`config.mk`:
```
export PLATFORM = sky130hd
export DESIGN_NAME = frame_rate_tracker_with_deadband_unit
export DESIGN_NICKNAME = d
export VERILOG_FILES = /design/src/rtl/core/frt_pkg.sv /design/src/rtl/core/frt_div.sv /design/src/rtl/core/frt_mul.sv /design/src/rtl/core/frame_rate_tracker_with_deadband_unit.sv
export SDC_FILE = /design/constraint.sdc
export NUM_CORES = 1
export LEC_CHECK = 0
export BUFFER_PORTS_ARGS = -buffer_cell sky130_fd_sc_hd__buf_4
export CAP_MARGIN = 20
export CORE_MARGIN = 8
export CORE_UTILIZATION = 42
export CTS_BUF_LIST = sky130_fd_sc_hd__clkbuf_4 sky130_fd_sc_hd__clkbuf_8
export DETAILED_ROUTE_END_ITERATION = 8
export GPL_TIMING_DRIVEN = 1
export PLACE_DENSITY_LB_ADDON = 0.3
export RECOVER_POWER = 25
export SLEW_MARGIN = 20
export SYNTH_ARGS = -nofsm -noshare
export SYNTH_HDL_FRONTEND = slang
export SYNTH_HIERARCHICAL = 1
export SYNTH_SLANG_ARGS = --single-unit
```
`constraint.sdc`:
```
create_clock -name clk_i -period 7.95 [get_ports clk_i]
set_input_delay 0.3975 -clock clk_i [delete_from_list [all_inputs] [get_ports clk_i]]
set_output_delay 0.3975 -clock clk_i [all_outputs]
set_load 0.05 [all_outputs]
```
`src/rtl/core/frt_pkg.sv`:
```
// Frame rate tracker: shared widths, constants and outcome codes.
// No dependencies; used by every module of the block.
package frt_pkg;

  localparam int FRAC_BITS   = 16;
  localparam int PERIOD_BITS = 20;

  // Smoothed rate is Q10.FRAC_BITS.
  localparam int SMOOTH_W = 10 + FRAC_BITS;
  // 1e6 fits in 20 bits, so the scaled numerator needs 20 + FRAC_BITS.
  localparam int NUM_W    = 20 + FRAC_BITS;
  localparam int NUM_CW   = $clog2(NUM_W);

  // Smoothing weight 3277/65536, walked one multiplier bit a cycle.
  localparam int ALPHA_W  = 12;
  localparam int ALPHA_CW = $clog2(ALPHA_W);
  localparam int PROD_W   = SMOOTH_W + ALPHA_W;
  localparam logic [ALPHA_W-1:0] ALPHA_NUM = ALPHA_W'(3277);
  localparam logic [PROD_W-1:0]  STEP_RND  = PROD_W'(32768);
  localparam int STEP_SHIFT = 16;

  localparam logic [NUM_W-1:0] DIV_NUM  = NUM_W'(1000000) << FRAC_BITS;
  localparam logic [NUM_W-1:0] RATE_SAT = NUM_W'(1023) << FRAC_BITS;

  localparam logic [PERIOD_BITS-1:0] PERIOD_MAX = PERIOD_BITS'(500000);

  localparam logic [SMOOTH_W-1:0] SMOOTH_ONE  = SMOOTH_W'(1) << FRAC_BITS;
  localparam logic [SMOOTH_W-1:0] SMOOTH_TOP  = SMOOTH_W'(1000) << FRAC_BITS;
  localparam logic [SMOOTH_W:0]   SMOOTH_HALF = (SMOOTH_W + 1)'(1) << (FRAC_BITS - 1);

  localparam int RND_W = SMOOTH_W - FRAC_BITS + 1;
  localparam logic [RND_W-1:0] RATE_LO = RND_W'(10);
  localparam logic [RND_W-1:0] RATE_HI = RND_W'(240);

  localparam logic [31:0] ADDR_LO = 32'h0010_0000;
  localparam logic [31:0] ADDR_HI = 32'h0200_0000;

  typedef enum logic [2:0] {
    OUT_APPLIED    = 3'd0,
    OUT_BAD_PERIOD = 3'd1,
    OUT_DISABLED   = 3'd2,
    OUT_DEADBAND   = 3'd3,
    OUT_BAD_ADDR   = 3'd4
  } outcome_e;

endpackage

```
`src/rtl/core/frt_div.sv`:
```
// Frame rate tracker: bit-serial restoring divider, (1e6 << FRAC_BITS) / period.
// Depends on frt_pkg. One quotient bit per cycle, saturated result.
module frt_div (
  input  logic                                clk_i,
  input  logic                                rst_ni,
  input  logic                                start_i,
  input  logic [frt_pkg::PERIOD_BITS-1:0]     divisor_i,
  output logic                                done_o,
  output logic [frt_pkg::SMOOTH_W-1:0]        quot_o
);

  logic                              busy_q;
  logic                              done_q;
  logic [frt_pkg::NUM_CW-1:0]        cnt_q;
  logic [frt_pkg::PERIOD_BITS-1:0]   rem_q;
  logic [frt_pkg::PERIOD_BITS-1:0]   div_q;
  logic [frt_pkg::NUM_W-1:0]         quo_q;
  logic [frt_pkg::SMOOTH_W-1:0]      quot_q;

  logic [frt_pkg::PERIOD_BITS:0]     trial;
  logic                              ge;
  logic [frt_pkg::PERIOD_BITS-1:0]   rem_d;
  logic [frt_pkg::NUM_W-1:0]         quo_d;

  always_comb begin
    trial = {rem_q, frt_pkg::DIV_NUM[cnt_q]};
    ge    = trial >= {1'b0, div_q};
    rem_d = ge ? frt_pkg::PERIOD_BITS'(trial - {1'b0, div_q})
               : trial[frt_pkg::PERIOD_BITS-1:0];
    quo_d = {quo_q[frt_pkg::NUM_W-2:0], ge};
  end

  always_ff @(posedge clk_i or negedge rst_ni) begin
    if (!rst_ni) begin
      busy_q <= 1'b0;
      done_q <= 1'b0;
      cnt_q  <= '0;
      rem_q  <= '0;
      div_q  <= '0;
      quo_q  <= '0;
      quot_q <= '0;
    end else begin
      done_q <= 1'b0;
      if (start_i) begin
        busy_q <= 1'b1;
        cnt_q  <= frt_pkg::NUM_CW'(frt_pkg::NUM_W - 1);
        rem_q  <= '0;
        div_q  <= divisor_i;
        quo_q  <= '0;
      end else if (busy_q) begin
        rem_q <= rem_d;
        quo_q <= quo_d;
        if (cnt_q == '0) begin
          busy_q <= 1'b0;
          done_q <= 1'b1;
          quot_q <= (quo_d > frt_pkg::RATE_SAT) ? frt_pkg::RATE_SAT[frt_pkg::SMOOTH_W-1:0]
                                               : quo_d[frt_pkg::SMOOTH_W-1:0];
        end else begin
          cnt_q <= cnt_q - 1'b1;
        end
      end
    end
  end

  assign done_o = done_q;
  assign quot_o = quot_q;

endmodule

```
`src/rtl/core/frt_mul.sv`:
```
// Frame rate tracker: bit-serial multiply of the rate gap by the smoothing weight.
// Depends on frt_pkg. MSB-first shift-and-add, one weight bit per cycle.
module frt_mul (
  input  logic                           clk_i,
  input  logic                           rst_ni,
  input  logic                           start_i,
  input  logic [frt_pkg::SMOOTH_W-1:0]   mag_i,
  output logic                           done_o,
  output logic [frt_pkg::PROD_W-1:0]     prod_o
);

  logic                             busy_q;
  logic                             done_q;
  logic [frt_pkg::ALPHA_CW-1:0]     cnt_q;
  logic [frt_pkg::SMOOTH_W-1:0]     mag_q;
  logic [frt_pkg::PROD_W-1:0]       acc_q;
  logic [frt_pkg::PROD_W-1:0]       acc_d;

  always_comb begin
    acc_d = (acc_q << 1)
          + (frt_pkg::ALPHA_NUM[cnt_q] ? frt_pkg::PROD_W'(mag_q) : '0);
  end

  always_ff @(posedge clk_i or negedge rst_ni) begin
    if (!rst_ni) begin
      busy_q <= 1'b0;
      done_q <= 1'b0;
      cnt_q  <= '0;
      mag_q  <= '0;
      acc_q  <= '0;
    end else begin
      done_q <= 1'b0;
      if (start_i) begin
        busy_q <= 1'b1;
        cnt_q  <= frt_pkg::ALPHA_CW'(frt_pkg::ALPHA_W - 1);
        mag_q  <= mag_i;
        acc_q  <= '0;
      end else if (busy_q) begin
        acc_q <= acc_d;
        if (cnt_q == '0) begin
          busy_q <= 1'b0;
          done_q <= 1'b1;
        end else begin
          cnt_q <= cnt_q - 1'b1;
        end
      end
    end
  end

  assign done_o = done_q;
  assign prod_o = acc_q;

endmodule

```
`src/rtl/core/frame_rate_tracker_with_deadband_unit.sv`:
```
// Frame rate tracker with deadband: top level, sequencer and output register.
// Depends on frt_pkg, frt_div and frt_mul.
//
//  channel   | direction | beat fields (lowest bit up)
//  ----------+-----------+---------------------------------------------------
//  s_axis    | in        | frame_period_us[19:0], target_address[51:20], pad
//  m_axis    | out       | outcome[2:0], rate_value[10:3], smoothed_rate[36:11], pad
//  cfg       | in        | tracking_enable (cfg_data_i), always ready
//
//  A tracked beat passes a check, a serial divide (one quotient bit per
//  cycle), a hand-off and a serial multiply, then step, add, rate and emit
//  steps. Bad period or disabled beats go from the check straight to emit.
//  Input is ready again on the edge that loads the result, so a new beat is
//  taken only once the last tracked beat's result has been loaded.
//  Reset clears the smoothed and applied rates and sets tracking_enable.
//  One beat is in flight at a time; a result waiting in the output register
//  does not stop the next beat being accepted, only its own result is held.
module frame_rate_tracker_with_deadband_unit (
  input  logic        clk_i,
  input  logic        rst_ni,
  // frame_period_us[19:0], target_address[51:20], zeros[55:52]
  input  logic [55:0] s_axis_tdata,
  input  logic        s_axis_tvalid,
  output logic        s_axis_tready,
  // outcome[2:0], rate_value[10:3], smoothed_rate[36:11], zeros[39:37]
  output logic [39:0] m_axis_tdata,
  output logic        m_axis_tvalid,
  input  logic        m_axis_tready,
  input  logic        cfg_valid_i,
  output logic        cfg_ready_o,
  input  logic        cfg_data_i
);

  typedef enum logic [2:0] {
    ST_IDLE,
    ST_CHK,
    ST_DIV,
    ST_MUL,
    ST_STEP,
    ST_ADD,
    ST_RATE,
    ST_EMIT
  } state_e;

  state_e                             state_q;
  logic                               enable_q;
  logic [frt_pkg::PERIOD_BITS-1:0]    period_q;
  logic [31:0]                        addr_q;
  logic [frt_pkg::SMOOTH_W-1:0]       smooth_q;
  logic [7:0]                         applied_q;
  logic [frt_pkg::SMOOTH_W-1:0]       base_q;
  logic                               up_q;
  logic [frt_pkg::SMOOTH_W-1:0]       step_q;
  frt_pkg::outcome_e                  outcome_q;
  logic [7:0]                         rate_q;
  logic                               m_valid_q;
  logic [39:0]                        m_data_q;

  logic                               div_start;
  logic                               div_done;
  logic [frt_pkg::SMOOTH_W-1:0]       div_now;
  logic                               mul_start;
  logic                               mul_done;
  logic [frt_pkg::PROD_W-1:0]         mul_prod;

  // Start-of-smoothing values
  logic                               reinit;
  logic [frt_pkg::SMOOTH_W-1:0]       base_d;
  logic                               up_d;
  logic [frt_pkg::SMOOTH_W-1:0]       mag_d;

  // Rounding, clamp and apply decision
  logic [frt_pkg::SMOOTH_W:0]         rnd_sum;
  logic [frt_pkg::RND_W-1:0]          rnd;
  logic [7:0]                         rate_d;
  logic                               in_band;
  logic                               addr_bad;
  logic                               period_bad;

  assign s_axis_tready = (state_q == ST_IDLE);
  assign cfg_ready_o   = 1'b1;

  assign div_start = (state_q == ST_CHK) && !period_bad && enable_q;
  assign mul_start = (state_q == ST_DIV) && div_done;

  always_comb begin
    period_bad = (period_q == '0) || (period_q > frt_pkg::PERIOD_MAX);

    // A stored rate outside 1..1000 Hz restarts from the fresh measurement.
    reinit = (smooth_q < frt_pkg::SMOOTH_ONE) || (smooth_q > frt_pkg::SMOOTH_TOP);
    base_d = reinit ? div_now : smooth_q;
    up_d   = div_now >= base_d;
    mag_d  = up_d ? (div_now - base_d) : (base_d - div_now);

    rnd_sum = {1'b0, smooth_q} + frt_pkg::SMOOTH_HALF;
    rnd     = rnd_sum[frt_pkg::SMOOTH_W:frt_pkg::FRAC_BITS];
    if (rnd < frt_pkg::RATE_LO) begin
      rate_d = frt_pkg::RATE_LO[7:0];
    end else if (rnd > frt_pkg::RATE_HI) begin
      rate_d = frt_pkg::RATE_HI[7:0];
    end else begin
      rate_d = rnd[7:0];
    end

    // Deadband: less than 2 Hz from the last applied rate.
    in_band = (applied_q != 8'd0)
           && ((rate_d == applied_q) || (rate_d == applied_q + 8'd1)
               || (applied_q == rate_d + 8'd1));
    addr_bad = (addr_q < frt_pkg::ADDR_LO) || (addr_q >= frt_pkg::ADDR_HI)
            || (addr_q[1:0] != 2'b00);
  end

  frt_div u_div (
    .clk_i     (clk_i),
    .rst_ni    (rst_ni),
    .start_i   (div_start),
    .divisor_i (period_q),
    .done_o    (div_done),
    .quot_o    (div_now)
  );

  frt_mul u_mul (
    .clk_i   (clk_i),
    .rst_ni  (rst_ni),
    .start_i (mul_start),
    .mag_i   (mag_d),
    .done_o  (mul_done),
    .prod_o  (mul_prod)
  );

  always_ff @(posedge clk_i or negedge rst_ni) begin
    if (!rst_ni) begin
      state_q   <= ST_IDLE;
      enable_q  <= 1'b1;
      period_q  <= '0;
      addr_q    <= '0;
      smooth_q  <= '0;
      applied_q <= '0;
      base_q    <= '0;
      up_q      <= 1'b0;
      step_q    <= '0;
      outcome_q <= frt_pkg::OUT_APPLIED;
      rate_q    <= '0;
      m_valid_q <= 1'b0;
      m_data_q  <= '0;
    end else begin
      if (cfg_valid_i) begin
        enable_q <= cfg_data_i;
      end

      // The emit step handles the output register itself.
      if (m_valid_q && m_axis_tready && (state_q != ST_EMIT)) begin
        m_valid_q <= 1'b0;
      end

      unique case (state_q)
        ST_IDLE: begin
          if (s_axis_tvalid) begin
            period_q <= frt_pkg::PERIOD_BITS'(s_axis_tdata[19:0]);
            addr_q   <= s_axis_tdata[51:20];
            state_q  <= ST_CHK;
          end
        end
        ST_CHK: begin
          rate_q <= applied_q;
          if (period_bad) begin
            outcome_q <= frt_pkg::OUT_BAD_PERIOD;
            state_q   <= ST_EMIT;
          end else if (!enable_q) begin
            outcome_q <= frt_pkg::OUT_DISABLED;
            state_q   <= ST_EMIT;
          end else begin
            state_q <= ST_DIV;
          end
        end
        ST_DIV: begin
          if (div_done) begin
            base_q  <= base_d;
            up_q    <= up_d;
            state_q <= ST_MUL;
          end
        end
        ST_MUL: begin
          if (mul_done) begin
            state_q <= ST_STEP;
          end
        end
        ST_STEP: begin
          step_q  <= frt_pkg::SMOOTH_W'((mul_prod + frt_pkg::STEP_RND) >> frt_pkg::STEP_SHIFT);
          state_q <= ST_ADD;
        end
        ST_ADD: begin
          smooth_q <= up_q ? (base_q + step_q) : (base_q - step_q);
          state_q  <= ST_RATE;
        end
        ST_RATE: begin
          if (in_band) begin
            outcome_q <= frt_pkg::OUT_DEADBAND;
            rate_q    <= applied_q;
          end else if (addr_bad) begin
            outcome_q <= frt_pkg::OUT_BAD_ADDR;
            rate_q    <= applied_q;
          end else begin
            outcome_q <= frt_pkg::OUT_APPLIED;
            rate_q    <= rate_d;
            applied_q <= rate_d;
          end
          state_q <= ST_EMIT;
        end
        ST_EMIT: begin
          if (!m_valid_q || m_axis_tready) begin
            m_valid_q <= 1'b1;
            m_data_q  <= {3'b000, smooth_q, rate_q, outcome_q};
            state_q   <= ST_IDLE;
          end
        end
        default: begin
          state_q <= ST_IDLE;
        end
      endcase
    end
  end

  assign m_axis_tvalid = m_valid_q;
  assign m_axis_tdata  = m_data_q;

  // Applied rate is either "none yet" or inside the clamp window.
  a_applied_range: assert property (@(posedge clk_i) disable iff (!rst_ni)
    (applied_q == 8'd0) || ((applied_q >= 8'd10) && (applied_q <= 8'd240)))
    else $error("applied rate outside clamp window");

  // Divider completion only arrives while the sequencer waits for it.
  a_div_done_state: assert property (@(posedge clk_i) disable iff (!rst_ni)
    div_done |-> (state_q == ST_DIV))
    else $error("divider done outside divide step");

  // Multiplier completion only arrives while the sequencer waits for it.
  a_mul_done_state: assert property (@(posedge clk_i) disable iff (!rst_ni)
    mul_done |-> (state_q == ST_MUL))
    else $error("multiplier done outside multiply step");

  // Smoothed rate only moves in the update step.
  a_smooth_hold: assert property (@(posedge clk_i) disable iff (!rst_ni)
    (state_q != ST_ADD) |=> $stable(smooth_q))
    else $error("smoothed rate changed outside update step");

endmodule
```
==> impl_metrics.tcl <==
set metrics [dict create \
    status "finished with violations" \
    violations "capacitance limit, slew limit" \
    finish.instance_area_um2 25600 \
    synth_common_cells "348 x dfrtp_1, 255 x nor2_1, 197 x a21oi_1" \
    die_h_um 249 \
    antenna_found_initial 1 \
    endpoint_kind "flop" \
    synth.avg_cell_area_um2 9.36 \
    p_leak_nw 11.8 \
    core_area_um2 53700 \
    path_class "reg -> reg" \
    required_ps 8480 \
    power.density_nw_per_um2 481 \
    synthArstFlopShare_pct 100 \
    first_pass_iters 7 \
    grt_max_degree 149 \
    cts_max_path_buffers 3 \
    startpoint "smooth_q[12]" \
    area_growth_pct 12.3 \
    drv_slew 174 \
    ctsHtreeMaxLevel 2 \
    grt_util_all_layers_pct 18.7 \
    cap_violations 2 \
    yosysTopAreaCellShare_pct 38.2 \
    fin_util_pct 47.6 \
    port_buffers 78 \
    cp.arrival_ps 7840 \
    fin_tns_setup_ps 0 \
    clock_sinks 349 \
    fmax_ghz 0.137 \
    grt_pass1_vias 18169 \
    vdd_drop_max_v 0.000216 \
    viasPerCell 5.59 \
    synth-edff-count 0 \
    cp-start-kind "flop" \
    drcViolationCount 0 \
    final-hold-violation-count 0 \
    ys_warn_count 6 \
    yosysMostFrequentCell "dfrtp_1" \
    cts_inserted_buffers 60 \
    tightest_slew_ps 5880 \
    synth_flop_cell "dfrtp_1" \
    fin_crit_ps 7310 \
    timing.slew.headroom_pct -292 \
    setup_viol 0 \
    initial_utilization_pct 42.4 \
    synth_cell_types 114 \
    stdcell_count 3255 \
    grt_first_pass_wirelength_um 97100 \
    ys_seq_area_share_pct 38.4 \
    num_vias 18205 \
    hp-start "m_axis_tready" \
    synthCells 2433 \
    wl_per_cell_um 18.3 \
    dp_hpwl_um 42700 \
    rows 85 \
    boundaryPins 105 \
    fin_crit_sh_pct 91.9 \
    synthTopCellsByArea "dfrtp_1 38%, ha_1 7.4%, mux2_2 5.5%" \
    drt_wl_total_um 59400 \
    die_area_um2 61900 \
    drtAntennaViolNets 0 \
    rsz0062_at_grt "no" \
    drive_gt1_share_pct 13.6 \
    drtIter0Drc 1154 \
    clk_latency_ps 700 \
    routabilityCongestion 0.924 \
    synth_area_leader_cell "dfrtp_1" \
    synth_seq_cells 349 \
    clk_pin_slew_ps 70 \
    r2r_start "smooth_q[12]" \
    syn_area_um2 22800 \
    placed_cells_incl_taps 3105 \
    worst_hold_path_type "in -> reg" \
    grt-ovfl-total 0 \
    die_w_um 249 \
    crit_fanout 31 \
    nets 2711 \
    cts_root_buffer "clkbuf_8" \
    place_area_um2 23900 \
    fin_skew_ps 54.8 \
    tritoncts "yes" \
]
==> cell type report <==
| class | instances | area (um^2) |
|---|---|---|
| timing repair buffer | 137 | 1040 |
| clock buffer | 88 | 1140 |
| tap | 696 | 871 |
| antenna | 1 | 2.50 |
| inverter | 140 | 526 |
| multi-input combinational | 1822 | 12900 |
| sequential | 349 | 8740 |
| clock inverter | 22 | 322 |
| fill | 5031 | 28100 |
==> stage by stage <==
step | setup WS (ps) | total power, mW | hold WS [ps]
2_1_floorplan | 2060 | 8.44 | 102
3_5_place_dp | 844 | 10.3 | 482
4_1_cts | 738 | 12.4 | 39.3
5_1_grt | 101 | 13.3 | 37.6
3_3_place_gp | 894 | 10.2 | 480
6_report | 641 | 12.3 | 64.4
==> cells by family (layout without fill, tap and decap cells) <==
| family | count (synthesis) | after routing | share of synthesized area (%) |
|---|---|---|---|
| fa+ha+maj | 139 | 139 | 7.80 |
| mux | 191 | 191 | 9.19 |
| flops | 349 | 349 | 38.4 |
| buf+inv | 264 | 387 | 4.97 |
| simple gates | 721 | 721 | 15.9 |
| xor+xnor | 159 | 159 | 6.12 |
| compound gates | 608 | 608 | 17.7 |
| other cells | 2 | 5 | 0.0330 |
==> placed cells by master (no fill, tap or decap), types with 18 or more instances in the layout <==
| cell | synthesis | final |
|---|---|---|
| dfrtp_1 | 348 | 347 |
| xor2_1 | 65 | 65 |
| nor3_1 | 34 | 33 |
| a211oi_1 | 28 | 28 |
| buf_4 | 4 | 55 |
| dlygate4sd3_1 | 0 | 38 |
| nor2_1 | 255 | 254 |
| ha_1 | 134 | 134 |
| a21oi_1 | 197 | 197 |
| nand3_1 | 53 | 53 |
| nor4_1 | 33 | 33 |
| and3_1 | 18 | 18 |
| mux2_2 | 112 | 112 |
| nand4_1 | 26 | 26 |
| and2_1 | 33 | 33 |
| clkbuf_8 | 4 | 77 |
| a31oi_1 | 19 | 18 |
| inv_1 | 139 | 139 |
| a21o_1 | 70 | 70 |
| o21ai_0 | 111 | 111 |
| nand2_1 | 154 | 154 |
| xnor2_1 | 94 | 94 |
| clkbuf_1 | 83 | 39 |
| mux2i_1 | 70 | 70 |
==> final timing paths <==
| path | end | slack (ps) | cells after the start |
|---|---|---|---|
| worst max-delay path | u_mul/mag_q[24] | 640 | 24 |
| worst min-delay path | m_axis_tvalid | 60 | 3 |
| worst max register to register | u_mul/mag_q[24] | 640 | 24 |
| worst min register to register | outcome_q[1] | 490 | 2 |
| max in group asynchronous | u_div/busy_q | 1640 | 2 |
| min in group asynchronous | period_q[11] | 2610 | 2 |
==> sequential cells by signal, summed over array words and instances, names as in the netlist, 3 cells and up <==
name and cells:
step_q 22, outcome_q 3, u_div/rem_q 20, u_div/quot_o 26, u_mul/cnt_q 4, u_div/quo_q 35
u_div/div_q 20, u_mul/prod_o 38, state_q 3, u_mul/mag_q 26, smooth_q 26, m_axis_tdata 37
applied_q 8, rate_q 8, u_div/cnt_q 6, period_q 20, addr_q 14, base_q 26
==> critical path: stages, from the launching register on <==
cell and delay, ps:
dfrtp_1 420, or4_1 610, nor4_1 360, nand4_1 160
a21oi_1 170, nand4b_1 150, nand2_1 90, inv_1 470
nor2_1 80, a21oi_1 260, inv_1 70, ha_1 410
a21o_1 210, a2111oi_0 580, nor3_1 100, a2111oi_0 550
o21ai_0 280, a31oi_4 450, buf_12 250, mux2i_1 100
a221oi_1 400, o31a_1 340, o221ai_1 190, xor2_1 160
mux2_2 270
==> per-layer routing <==
layer | vias up | part of all wire (%) | GRT usage, %
met1 | 8841 | 45 | 24.7
li1 | 8816 | - | -
met4 | 0 | 3.7 | 7.65
met5 | - | 0 | 0
met2 | 421 | 46 | 29.7
met3 | 127 | 5.7 | 4.07
==> power by group <==
group | leakage [nW] | switching, mW | total [mW] | internal, mW
registers | 4.54 | 0.736 | 3.18 | 2.45
logic | 6.52 | 4.21 | 7.16 | 2.95
clock network | 0.768 | 0.799 | 1.96 | 1.16
total | 11.8 | 5.75 | 12.3 | 6.55
==> what timing repair did <==
action,in CTS,in global routing
endpoints found under the setup margin,0,0
setup buffers,0,0
resized for setup,0,0
hold buffers,38,0
hold endpoints to repair,162,0
Note: power is estimated with default switching activity, not from simulation.
